[src/rtl/core/i2crrs_pkg.sv]
// package with item types, codes and defaults for the i2c register read sequencer
`default_nettype none

package i2crrs_pkg;

    localparam int DEFAULT_TIMEOUT_TICKS = 1000;

    localparam int CFG_INDEX_W = 2;
    localparam int CFG_DATA_W  = 16;

    localparam logic [CFG_INDEX_W-1:0] CFG_SLAVE_ADDRESS    = 2'd0;
    localparam logic [CFG_INDEX_W-1:0] CFG_REGISTER_ADDRESS = 2'd1;
    localparam logic [CFG_INDEX_W-1:0] CFG_READ_LENGTH      = 2'd2;

    localparam logic [1:0] KIND_START    = 2'd0;
    localparam logic [1:0] KIND_XFER     = 2'd1;
    localparam logic [1:0] KIND_ARB_LOST = 2'd2;
    localparam logic [1:0] KIND_TICK     = 2'd3;

    localparam logic [2:0] ACT_NONE         = 3'd0;
    localparam logic [2:0] ACT_START_WRITE  = 3'd1;
    localparam logic [2:0] ACT_WRITE        = 3'd2;
    localparam logic [2:0] ACT_RESTART      = 3'd3;
    localparam logic [2:0] ACT_BEGIN_RX     = 3'd4;
    localparam logic [2:0] ACT_CONTINUE_RX  = 3'd5;
    localparam logic [2:0] ACT_STOP         = 3'd6;

    localparam logic [1:0] FIN_NONE    = 2'd0;
    localparam logic [1:0] FIN_SUCCESS = 2'd1;
    localparam logic [1:0] FIN_ERROR   = 2'd2;
    localparam logic [1:0] FIN_TIMEOUT = 2'd3;

    typedef enum logic [2:0] {
        PH_IDLE   = 3'd0,
        PH_ADDR_W = 3'd1,
        PH_REG    = 3'd2,
        PH_ADDR_R = 3'd3,
        PH_DUMMY  = 3'd4,
        PH_DATA   = 3'd5
    } phase_t;

    typedef struct packed {
        logic [1:0] kind;
        logic       nack_received;
        logic [7:0] rx_byte;
    } in_item_t;

    typedef struct packed {
        logic        start_refused;
        logic [2:0]  bus_action;
        logic [7:0]  tx_byte;
        logic        send_nack;
        logic        store_valid;
        logic [15:0] store_index;
        logic [7:0]  store_byte;
        logic [1:0]  finished;
        logic [15:0] bytes_done;
        logic [31:0] failure_count;
    } out_item_t;

endpackage

`default_nettype wire

[src/rtl/core/i2c_register_read_sequencer.sv]
// top level of the i2c master register read sequencer
//
// s_ channel carries events from the byte-level i2c master: start request,
// byte transfer complete, arbitration lost and microsecond tick. every
// accepted item yields exactly one result item on the m_ channel, telling the
// master what to put on the bus and which received byte to store where.
// cfg channel writes slave address, register address and read length; it is
// always ready and the values are latched into the transaction at start.
// the result is registered: an item accepted at one edge shows on m_ in the next cycle.
// while m_ready is high, one item per cycle is sustained; the single output
// register is refilled in the same cycle it is taken, so s_ready follows
// m_ready when it is full. a stalled receiver holds the result and stops
// intake once the output register is full and not being taken.
// reset (aresetn low, synchronous) returns to idle with counters cleared and
// all configuration registers at zero; no result is pending after reset.
// a transaction times out after TIMEOUT_TICKS ticks without progress.
`default_nettype none

module i2c_register_read_sequencer #(
    parameter int TIMEOUT_TICKS = i2crrs_pkg::DEFAULT_TIMEOUT_TICKS
) (
    input  wire logic                              aclk,
    input  wire logic                              aresetn,
    input  wire logic                              cfg_valid,
    output logic                                   cfg_ready,
    input  wire logic [i2crrs_pkg::CFG_INDEX_W-1:0] cfg_index,
    input  wire logic [i2crrs_pkg::CFG_DATA_W-1:0]  cfg_data,
    input  wire logic                              s_valid,
    output logic                                   s_ready,
    input  wire i2crrs_pkg::in_item_t              s_item,
    output logic                                   m_valid,
    input  wire logic                              m_ready,
    output i2crrs_pkg::out_item_t                  m_item
);

    localparam int TimerW = $clog2(TIMEOUT_TICKS + 1);
    localparam logic [TimerW-1:0] TimeoutLimit = TimerW'(TIMEOUT_TICKS);

    i2crrs_pkg::phase_t phase_reg, phase_next;
    logic [15:0]       read_count_reg, read_count_next;
    logic [TimerW-1:0] timeout_counter_reg, timeout_counter_next;
    logic              timer_running_reg, timer_running_next;
    logic              nack_armed_reg, nack_armed_next;
    logic [31:0]       error_total_reg, error_total_next;

    logic [6:0]  cfg_slave_reg;
    logic [7:0]  cfg_register_reg;
    logic [15:0] cfg_length_reg;
    logic [6:0]  job_slave_reg;
    logic [7:0]  job_register_reg;
    logic [15:0] job_length_reg;

    logic                  m_valid_reg, m_valid_next;
    i2crrs_pkg::out_item_t m_item_reg, m_item_next;

    logic in_fire;
    logic is_idle;
    logic is_start, is_xfer, is_arb, is_tick;
    logic addr_phase;
    logic data_phase;
    logic start_ok, refused;
    logic fail;
    logic more;
    logic data_store, data_last;
    logic tick_count, timeout_hit;
    logic addr_advance;
    logic finish_evt;
    logic [TimerW-1:0] counter_inc;
    logic        swap_bit;

    assign cfg_ready = 1'b1;
    assign s_ready   = !m_valid_reg || m_ready;
    assign in_fire   = s_valid && s_ready;
    assign m_valid   = m_valid_reg;
    assign m_item    = m_item_reg;

    // event decode
    assign is_idle    = (phase_reg == i2crrs_pkg::PH_IDLE);
    assign is_start   = (s_item.kind == i2crrs_pkg::KIND_START);
    assign is_xfer    = (s_item.kind == i2crrs_pkg::KIND_XFER);
    assign is_arb     = (s_item.kind == i2crrs_pkg::KIND_ARB_LOST);
    assign is_tick    = (s_item.kind == i2crrs_pkg::KIND_TICK);
    assign addr_phase = (phase_reg == i2crrs_pkg::PH_ADDR_W) ||
                        (phase_reg == i2crrs_pkg::PH_REG) ||
                        (phase_reg == i2crrs_pkg::PH_ADDR_R);
    assign data_phase = (phase_reg == i2crrs_pkg::PH_DUMMY) ||
                        (phase_reg == i2crrs_pkg::PH_DATA);

    assign start_ok     = is_start && is_idle && (cfg_length_reg != 16'd0);
    assign refused      = is_start && !is_idle;
    assign addr_advance = is_xfer && addr_phase && !s_item.nack_received;
    assign fail         = (is_xfer && addr_phase && s_item.nack_received) ||
                          (is_arb && !is_idle);
    assign more         = (read_count_reg < (job_length_reg - 16'd1));
    assign data_store   = is_xfer && data_phase;
    assign data_last    = data_store && !more;
    assign counter_inc  = timeout_counter_reg + TimerW'(1);
    assign tick_count   = is_tick && timer_running_reg && !is_idle;
    assign timeout_hit  = tick_count && (counter_inc >= TimeoutLimit);
    assign finish_evt   = fail || data_last || timeout_hit;
    assign swap_bit     = more ? 1'b1 : !job_length_reg[0];

    // next state
    always_comb begin
        phase_next           = phase_reg;
        read_count_next      = read_count_reg;
        timeout_counter_next = timeout_counter_reg;
        timer_running_next   = timer_running_reg;
        nack_armed_next      = nack_armed_reg;
        error_total_next     = error_total_reg;
        if (in_fire) begin
            if (start_ok) begin
                phase_next           = i2crrs_pkg::PH_ADDR_W;
                read_count_next      = 16'd0;
                nack_armed_next      = 1'b0;
                timer_running_next   = 1'b1;
                timeout_counter_next = '0;
            end else if (finish_evt) begin
                phase_next           = i2crrs_pkg::PH_IDLE;
                timer_running_next   = 1'b0;
                timeout_counter_next = '0;
                nack_armed_next      = 1'b0;
                error_total_next     = data_last ? error_total_reg
                                                 : error_total_reg + 32'd1;
                if (data_last) begin
                    read_count_next = read_count_reg + 16'd1;
                end
            end else if (addr_advance) begin
                timer_running_next   = 1'b1;
                timeout_counter_next = '0;
                unique case (phase_reg)
                    i2crrs_pkg::PH_ADDR_W: begin
                        phase_next = i2crrs_pkg::PH_REG;
                    end
                    i2crrs_pkg::PH_REG: begin
                        phase_next = i2crrs_pkg::PH_ADDR_R;
                        if (job_length_reg == 16'd1) begin
                            nack_armed_next = 1'b1;
                        end
                    end
                    default: begin
                        phase_next = i2crrs_pkg::PH_DUMMY;
                    end
                endcase
            end else if (data_store) begin
                phase_next           = i2crrs_pkg::PH_DATA;
                read_count_next      = read_count_reg + 16'd1;
                timer_running_next   = 1'b1;
                timeout_counter_next = '0;
                if (read_count_reg == (job_length_reg - 16'd2)) begin
                    nack_armed_next = 1'b1;
                end
            end else if (tick_count) begin
                timeout_counter_next = counter_inc;
            end
        end
    end

    // result item
    always_comb begin
        m_item_next               = '0;
        m_item_next.start_refused = refused;
        m_item_next.send_nack     = nack_armed_next;
        m_item_next.bytes_done    = read_count_next;
        m_item_next.failure_count = error_total_next;
        priority if (start_ok) begin
            m_item_next.bus_action = i2crrs_pkg::ACT_START_WRITE;
            m_item_next.tx_byte    = {cfg_slave_reg, 1'b0};
        end else if (fail) begin
            m_item_next.bus_action = i2crrs_pkg::ACT_STOP;
            m_item_next.finished   = i2crrs_pkg::FIN_ERROR;
        end else if (timeout_hit) begin
            m_item_next.bus_action = i2crrs_pkg::ACT_STOP;
            m_item_next.finished   = i2crrs_pkg::FIN_TIMEOUT;
        end else if (addr_advance) begin
            unique case (phase_reg)
                i2crrs_pkg::PH_ADDR_W: begin
                    m_item_next.bus_action = i2crrs_pkg::ACT_WRITE;
                    m_item_next.tx_byte    = job_register_reg;
                end
                i2crrs_pkg::PH_REG: begin
                    m_item_next.bus_action = i2crrs_pkg::ACT_RESTART;
                    m_item_next.tx_byte    = {job_slave_reg, 1'b1};
                end
                default: begin
                    m_item_next.bus_action = i2crrs_pkg::ACT_BEGIN_RX;
                end
            endcase
        end else if (data_store) begin
            m_item_next.store_valid = 1'b1;
            m_item_next.store_byte  = s_item.rx_byte;
            m_item_next.store_index = read_count_reg ^ {15'd0, swap_bit};
            m_item_next.bus_action  = more ? i2crrs_pkg::ACT_CONTINUE_RX
                                           : i2crrs_pkg::ACT_STOP;
            m_item_next.finished    = more ? i2crrs_pkg::FIN_NONE
                                           : i2crrs_pkg::FIN_SUCCESS;
        end else begin
            m_item_next.bus_action = i2crrs_pkg::ACT_NONE;
        end
    end

    always_comb begin
        m_valid_next = m_valid_reg;
        if (in_fire) begin
            m_valid_next = 1'b1;
        end else if (m_ready) begin
            m_valid_next = 1'b0;
        end
    end

    always_ff @(posedge aclk) begin
        if (!aresetn) begin
            phase_reg           <= i2crrs_pkg::PH_IDLE;
            read_count_reg      <= 16'd0;
            timeout_counter_reg <= '0;
            timer_running_reg   <= 1'b0;
            nack_armed_reg      <= 1'b0;
            error_total_reg     <= 32'd0;
            cfg_slave_reg       <= 7'd0;
            cfg_register_reg    <= 8'd0;
            cfg_length_reg      <= 16'd0;
            job_slave_reg       <= 7'd0;
            job_register_reg    <= 8'd0;
            job_length_reg      <= 16'd0;
            m_valid_reg         <= 1'b0;
        end else begin
            phase_reg           <= phase_next;
            read_count_reg      <= read_count_next;
            timeout_counter_reg <= timeout_counter_next;
            timer_running_reg   <= timer_running_next;
            nack_armed_reg      <= nack_armed_next;
            error_total_reg     <= error_total_next;
            m_valid_reg         <= m_valid_next;
            if (cfg_valid && cfg_ready) begin
                unique case (cfg_index)
                    i2crrs_pkg::CFG_SLAVE_ADDRESS: begin
                        cfg_slave_reg <= cfg_data[6:0];
                    end
                    i2crrs_pkg::CFG_REGISTER_ADDRESS: begin
                        cfg_register_reg <= cfg_data[7:0];
                    end
                    i2crrs_pkg::CFG_READ_LENGTH: begin
                        cfg_length_reg <= cfg_data;
                    end
                    default: begin
                    end
                endcase
            end
            if (in_fire && start_ok) begin
                job_slave_reg    <= cfg_slave_reg;
                job_register_reg <= cfg_register_reg;
                job_length_reg   <= cfg_length_reg;
            end
        end
    end

    always_ff @(posedge aclk) begin
        if (in_fire) begin
            m_item_reg <= m_item_next;
        end
    end

endmodule

`default_nettype wire

[config.mk]
export PLATFORM = sky130hd
export DESIGN_NAME = i2c_register_read_sequencer
export DESIGN_NICKNAME = d
export VERILOG_FILES = /design/src/rtl/core/i2crrs_pkg.sv /design/src/rtl/core/i2c_register_read_sequencer.sv
export SDC_FILE = /design/constraint.sdc
export NUM_CORES = 1
export LEC_CHECK = 0
export BUFFER_PORTS_ARGS = -buffer_cell sky130_fd_sc_hd__buf_2
export CAP_MARGIN = 25
export CORE_MARGIN = 2
export CORE_UTILIZATION = 43
export CTS_CLUSTER_DIAMETER = 120
export DETAILED_ROUTE_END_ITERATION = 6
export SYNTH_ARGS = -nofsm -noshare
export SYNTH_HDL_FRONTEND = slang
export SYNTH_SLANG_ARGS = --single-unit
[constraint.sdc]
create_clock -name aclk -period 5 [get_ports aclk]
set_clock_uncertainty 0.05 [all_clocks]
set_input_delay 0 -clock aclk [delete_from_list [all_inputs] [get_ports aclk]]
set_output_delay 0 -clock aclk [all_outputs]
set_load 0.02 [all_outputs]
# --- Word-level counts from Yosys, hierarchy flattened ---
# Index checks and enable logic that the tools add are counted.
word_totals:
  out_inout_bits: 91
  elab_cells: 139
  ff_bits: 214
  input_bits: 34
op_classes:
  n_addsub: 5
  n_lt_le_gt_ge: 2
  mux: 50
  bitwise_logic: 3
  reduce_logical: 42
  n_eq_ne: 12
op_table:
  columns: ["op", "n"]
  rows:
  - ["two-way mux 32 bit", 4]
  - ["two-way mux 16 bit", 6]
  - ["two-way mux 10 bit", 5]
  - ["adder 32 x 1 -> 32 bit (second input constant)", 1]
  - ["two-way mux 8 bit", 4]
  - ["two-way mux 27 bit", 1]
  - ["two-way mux 3 bit", 8]
  - ["adder 16 x 1 -> 16 bit (second input constant)", 1]
  - ["== test 16 x 1 -> 1 bit (second input constant)", 1]
  - ["== test 16 bit", 1]
  - ["< comparator 16 bit", 1]
  - ["two-way mux 1 bit", 16]
  - ["case mux 8 bit (2 select lines)", 1]
  - ["nonzero test 16 bit", 1]
  - ["subtractor 16 x 1 -> 16 bit (second input constant)", 1]
  - ["subtractor 16 x 2 -> 16 bit (second input constant)", 1]
  - ["bitwise XOR 16 x 1 -> 16 bit", 1]
  - ["logical AND 1 bit", 14]
  - ["adder 10 x 1 -> 10 bit (second input constant)", 1]
  - ["greater-or-equal comparator 10 bit (second input constant)", 1]
  - ["AND reduction 2 bit", 5]
  - ["two-way mux 2 bit", 4]
  - ["OR reduction 4 bit", 2]
  - ["logical OR 1 bit", 7]
  - ["other kinds (15)", 26]

# --- Longest topological paths before layout ---
logic_depth:
  ltp_word: 11
  ltp_mapped: 15
  depth_no_buf: 15

# --- Worst setup path after synthesis ---
# No wires, ideal clock.
synth_path:
  kind: "reg-to-reg"
  from: "reg m_valid_reg, in the netlist m_valid"
  to: "reg timeout_counter_reg[5]"
  n_path_buf: 2
  stages_incl_launch_ff: 10
  synth_period_minus_slack_ns: 4.802
  required_time_ns: 4.836
  t_arrival_ns: 4.638
  setup_time_ns: 0.114
  path_slack_ns: 0.198
  cell_sequence: "dfxtp_1 -> nand2b_1 -> nand2_1 -> clkbuf_1 -> inv_1 -> clkbuf_1 -> o31ai_2 -> nand2_1 -> o21ai_0 -> a21o_1"
synth_via:
  elab_chain_cells: 4
synth_rtl:
  columns: ["item", "line", "source"]
  rows:
  - ["start: declaration", "i2c_register_read_sequencer.sv:53", "logic m_valid_reg, m_valid_next;"]
  - ["start signal: assignment", "i2c_register_read_sequencer.sv:233", "m_valid_reg <= m_valid_next;"]
  - ["logical NOT 1 bit", "i2c_register_read_sequencer.sv:72", "assign s_ready = !m_valid_reg || m_ready;"]
  - ["logical OR 1 bit", "i2c_register_read_sequencer.sv:72", null]
  - ["named net s_ready", "i2c_register_read_sequencer.sv:29", "output logic s_ready,"]
  - ["logical AND 1 bit", "i2c_register_read_sequencer.sv:73", "assign in_fire = s_valid && s_ready;"]
  - ["named net in_fire", "i2c_register_read_sequencer.sv:56", "logic in_fire;"]
  - ["AND reduction 2 bit (no line)", null, null]
  - ["end signal: assignment", "i2c_register_read_sequencer.sv:229", "timeout_counter_reg <= timeout_counter_next;"]
  - ["end: declaration", "i2c_register_read_sequencer.sv:41", "logic [TimerW-1:0] timeout_counter_reg, timeout_counter_next;"]
# The timed path passes the listed nets, and every way through them passes these cells.
# A chain may end at the register's enable or synchronous reset.

# --- Final worst setup path ---
layout_path:
  from: "reg job_length_reg[1]"
  to: "reg read_count_reg[3]"
layout_via:
  elab_chain_cells: 9
  elab_cells_between_ends: 10
  classes_between: "add/sub: 1; order compare: 1; mux: 4; reduce/logical: 4"
layout_rtl:
  columns: ["item", "line", "source"]
  rows:
  - ["start: declaration", "i2c_register_read_sequencer.sv:51", "logic [15:0] job_length_reg;"]
  - ["start signal: assignment", "i2c_register_read_sequencer.sv:252", "job_length_reg <= cfg_length_reg;"]
  - ["subtractor 16 x 1 -> 16 bit (*)", "i2c_register_read_sequencer.sv:94", "assign more = (read_count_reg < (job_length_reg - 16'd1));"]
  - ["< comparator 16 bit (*)", "i2c_register_read_sequencer.sv:94", null]
  - ["logical NOT 1 bit (*)", "i2c_register_read_sequencer.sv:96", "assign data_last = data_store && !more;"]
  - ["logical AND 1 bit (*)", "i2c_register_read_sequencer.sv:96", null]
  - ["logical OR 1 bit (2 in a row)", "i2c_register_read_sequencer.sv:100", "assign finish_evt = fail || data_last || timeout_hit;"]
  - ["two-way mux 16 bit (*)", "i2c_register_read_sequencer.sv:118", "end else if (finish_evt) begin"]
  - ["two-way mux 16 bit (*)", "i2c_register_read_sequencer.sv:112", "if (start_ok) begin"]
  - ["two-way mux 16 bit (*)", "i2c_register_read_sequencer.sv:111", "if (in_fire) begin"]
  - ["end signal: assignment", "i2c_register_read_sequencer.sv:228", "read_count_reg <= read_count_next;"]
  - ["end: declaration", "i2c_register_read_sequencer.sv:40", "logic [15:0] read_count_reg, read_count_next;"]
# Mark *: on every way between the ends. The rest lies on a longest branch, timed or not.

==> impl_metrics.toml <==
[clock_tree]
cts_buffer_depth = 3
cts_max_level = 1
root_buffer = "clkbuf_16"
cts_resized = 0
clkLatencyLatePin_ns = 0.50
cts.clk_slew.worst_paths_ns = 0.06
cts_buffers = 23
cts_num_sinks = 214
post_cts_buffers = 0
cts_tree = "yes"
cts_hold_buf = 29

[synth]
synth_top_area_share_pct = 26.0
ys_ff_latch = 214
ys_types = 74
yosys_warnings = 0
synth_area_per_cell_um2 = 10.0
synth_top_area_cell = "edfxtp_1"
async_reset_ff_share_pct = 0
seq_area_frac_synth_pct = 50.9
synth_nets = 1073
synth.area.top_cells = "edfxtp_1 26%, dfxtp_1 25%, nand2_1 5.8%"
syn-cell-area_um2 = 10200
yosys_most_used_dff = "dfxtp_1"
syn_inst = 1015
synth_edf_count = 88

[pwr]
irDropWorstVdd_uv = 241
power_density_nw_per_um2 = 314
leakagePower_uw = 0.00489

[finish]
num_antenna_cells = 0
drive_gt1_share_pct = 16.3
nNetsFinal = 1206
largest_reg_flops = 88
area_delta_synth_final_pct = 18.5
fin_area_um2 = 12000
fin_cells = 1483

[floorplanning]
start_util_pct = 43.5
pin_count = 125
die_w_um = 158
die-height_um = 158
core_region_area_um2 = 23300
fp.dieArea_um2 = 24900
num_rows = 56

[sta]
fmax_ghz = 0.238
drv_slew = 0
grt_setup_unrepaired = "false"
holdWs_ns = 0.0288
setup_viol = 0
period_needed_ns = 4.19
hold_viol = 0
min_period_over_period_pct = 83.9
max_slew_margin_pct = 40.4
finalSetupTns_ns = 0
worst_pin_slew_ns = 0.891

[route]
wl_um = 23700
ant_nets = 0
num_vias = 7647
post-route-drc-count = 0
first_iter_violations = 507
vias_per_cell = 5.16
wl_per_cell_um = 16.0
firstDrtPassIters = 5

[placed_design]
dpl.cell_count = 1413
hpwl_um = 16100
postPlaceCellArea_um2 = 11000
gp_congestion = 0.887
io_buffer_count = 123

[setup_path]
r2r_start = "job_length_reg[1]"
arrival_ns = 4.55
r2r_cells = 15
crit_path_max_fanout = 7
reg2reg_to = "read_count_reg[3]"
rrSetupSlack_ns = 0.81
start_kind = "flip-flop"
worstPathRequired_ns = 5.36
crit_type = "reg -> reg"
end_kind = "flip-flop"

[min_path]
min_delay_path_depth = 5
hp-start = "cfg_index[1]"
hold_end = "cfg_slave_reg[6]"
hold_class = "in -> reg"

[grt]
grt_max_degree = 74
grt_antenna_before_repair = 0
track_usage_pct = 19.0
grt_pass1_vias = 7270
overflow = 0
grt_pass1_wl_um = 38000

[outcome]
outcome = "completed"

[run]
max_cap_viol_count = 0
-- cell type report --
cell class | count | area, µm²
fillers | 2169 | 11300
clock buffers | 36 | 684
flip-flops and latches | 214 | 5160
repair buffers | 162 | 981
well taps | 319 | 399
inverters | 13 | 51.3
clock inverters | 5 | 27.5
multi-input cells | 734 | 4720
-- per-stage QoR --
step / power (µW) / setup WS, ns / utilization (%)
2_1_floorplan: 2110 / 0.198 / -
3_3_place_gp: 2200 / 0.944 / 47.2
3_5_place_dp: 2200 / 0.807 / 47.2
4_1_cts: 3820 / 0.814 / 51.5
5_1_grt: 3930 / 0.580 / 51.5
6_report: 3780 / 0.806 / 51.5
-- cells in the mapped netlist, types with 7 or more instances --
library cell,instances
nand2_1,158
dfxtp_1,126
edfxtp_1,88
and2_1,58
a21boi_0,49
clkbuf_1,45
nor2_1,43
nand3_1,42
xnor2_1,40
xor2_1,39
o21ai_0,34
a21oi_1,29
ha_1,24
mux2i_1,24
nand4_1,23
nor2b_1,23
and3_1,14
inv_1,13
nand2b_1,13
nor3_1,12
nor4_1,12
and4_1,11
a22oi_1,8
or3_1,7
-- routing by layer --
layer  track usage, %  vias to the layer above  wire [µm]
met2             30.8                      188      10800
li1                 -                     3855          -
met5                0                        -          0
met3             2.96                       28       1180
met1             26.6                     3576      11200
met4             4.55                        0        477
-- cell usage in the layout, fill, tap and decap left out, types with 7 or more instances in the layout --
master	synthesis	final
nor3_1	12	12
edfxtp_1	88	88
xnor2_1	40	40
a22oi_1	8	8
mux2i_1	24	24
and4_1	11	11
dlygate4sd3_1	0	29
clkbuf_1	45	7
nor2_1	43	42
buf_4	2	10
ha_1	24	24
clkbuf_16	0	23
a21oi_1	29	29
nand2b_1	13	13
nand4_1	23	23
and2_1	58	58
nand2_1	158	158
or3_1	7	7
inv_1	13	12
buf_2	5	123
nor2b_1	23	23
nand3_1	42	42
a21boi_0	49	49
dfxtp_1	126	126
xor2_1	39	39
o21ai_0	34	34
nor4_1	12	12
and3_1	14	14
-- critical path: stages (launching register included) --
cell	delay, ns
dfxtp_1	0.34
inv_1	0.17
ha_1	0.32
or3b_2	0.51
nor4b_2	0.48
nand2_1	0.16
nor2_1	0.14
xnor2_1	0.08
ha_1	0.30
and4_1	0.21
nand2_1	0.09
a211o_1	0.29
a41o_1	0.25
and3_1	0.25
and3_1	0.20
nor4b_1	0.27
-- report_power, final --
part           leakage [µW]  internal (µW)  total, µW  switching (µW)
Combinational       0.00264           99.0        292             193
Sequential          0.00190           1870       1890            21.7
Clock              0.000353            938       1600             664
-- worst max-delay path by stage --
stage                      startpoint                endpoint  slack (ns)  depth (start not counted)
detailed placement  job_length_reg[1]       read_count_reg[3]        0.81                         15
global route        job_length_reg[1]       read_count_reg[3]        0.58                         15
floorplan                     m_valid  timeout_counter_reg[5]        0.20                          9
global placement    job_length_reg[1]       read_count_reg[3]        0.94                         15
finish              job_length_reg[1]       read_count_reg[3]        0.81                         15
CTS                 job_length_reg[1]       read_count_reg[3]        0.81                         15
-- logic make-up after synthesis --
| group | after synthesis | synth area share (%) |
|---|---|---|
| and+or+nand+nor | 440 | 22.4 |
| DFF | 214 | 50.9 |
| AOI/OAI and AO/OA | 164 | 11.6 |
| xor gates and xnor gates | 79 | 6.82 |
| buffers and inverters | 67 | 2.69 |
| muxes | 26 | 2.59 |
| adders and majority gates | 24 | 2.96 |
| other | 1 | 0.0369 |
No activity file was read; power rests on OpenSTA's default activity.
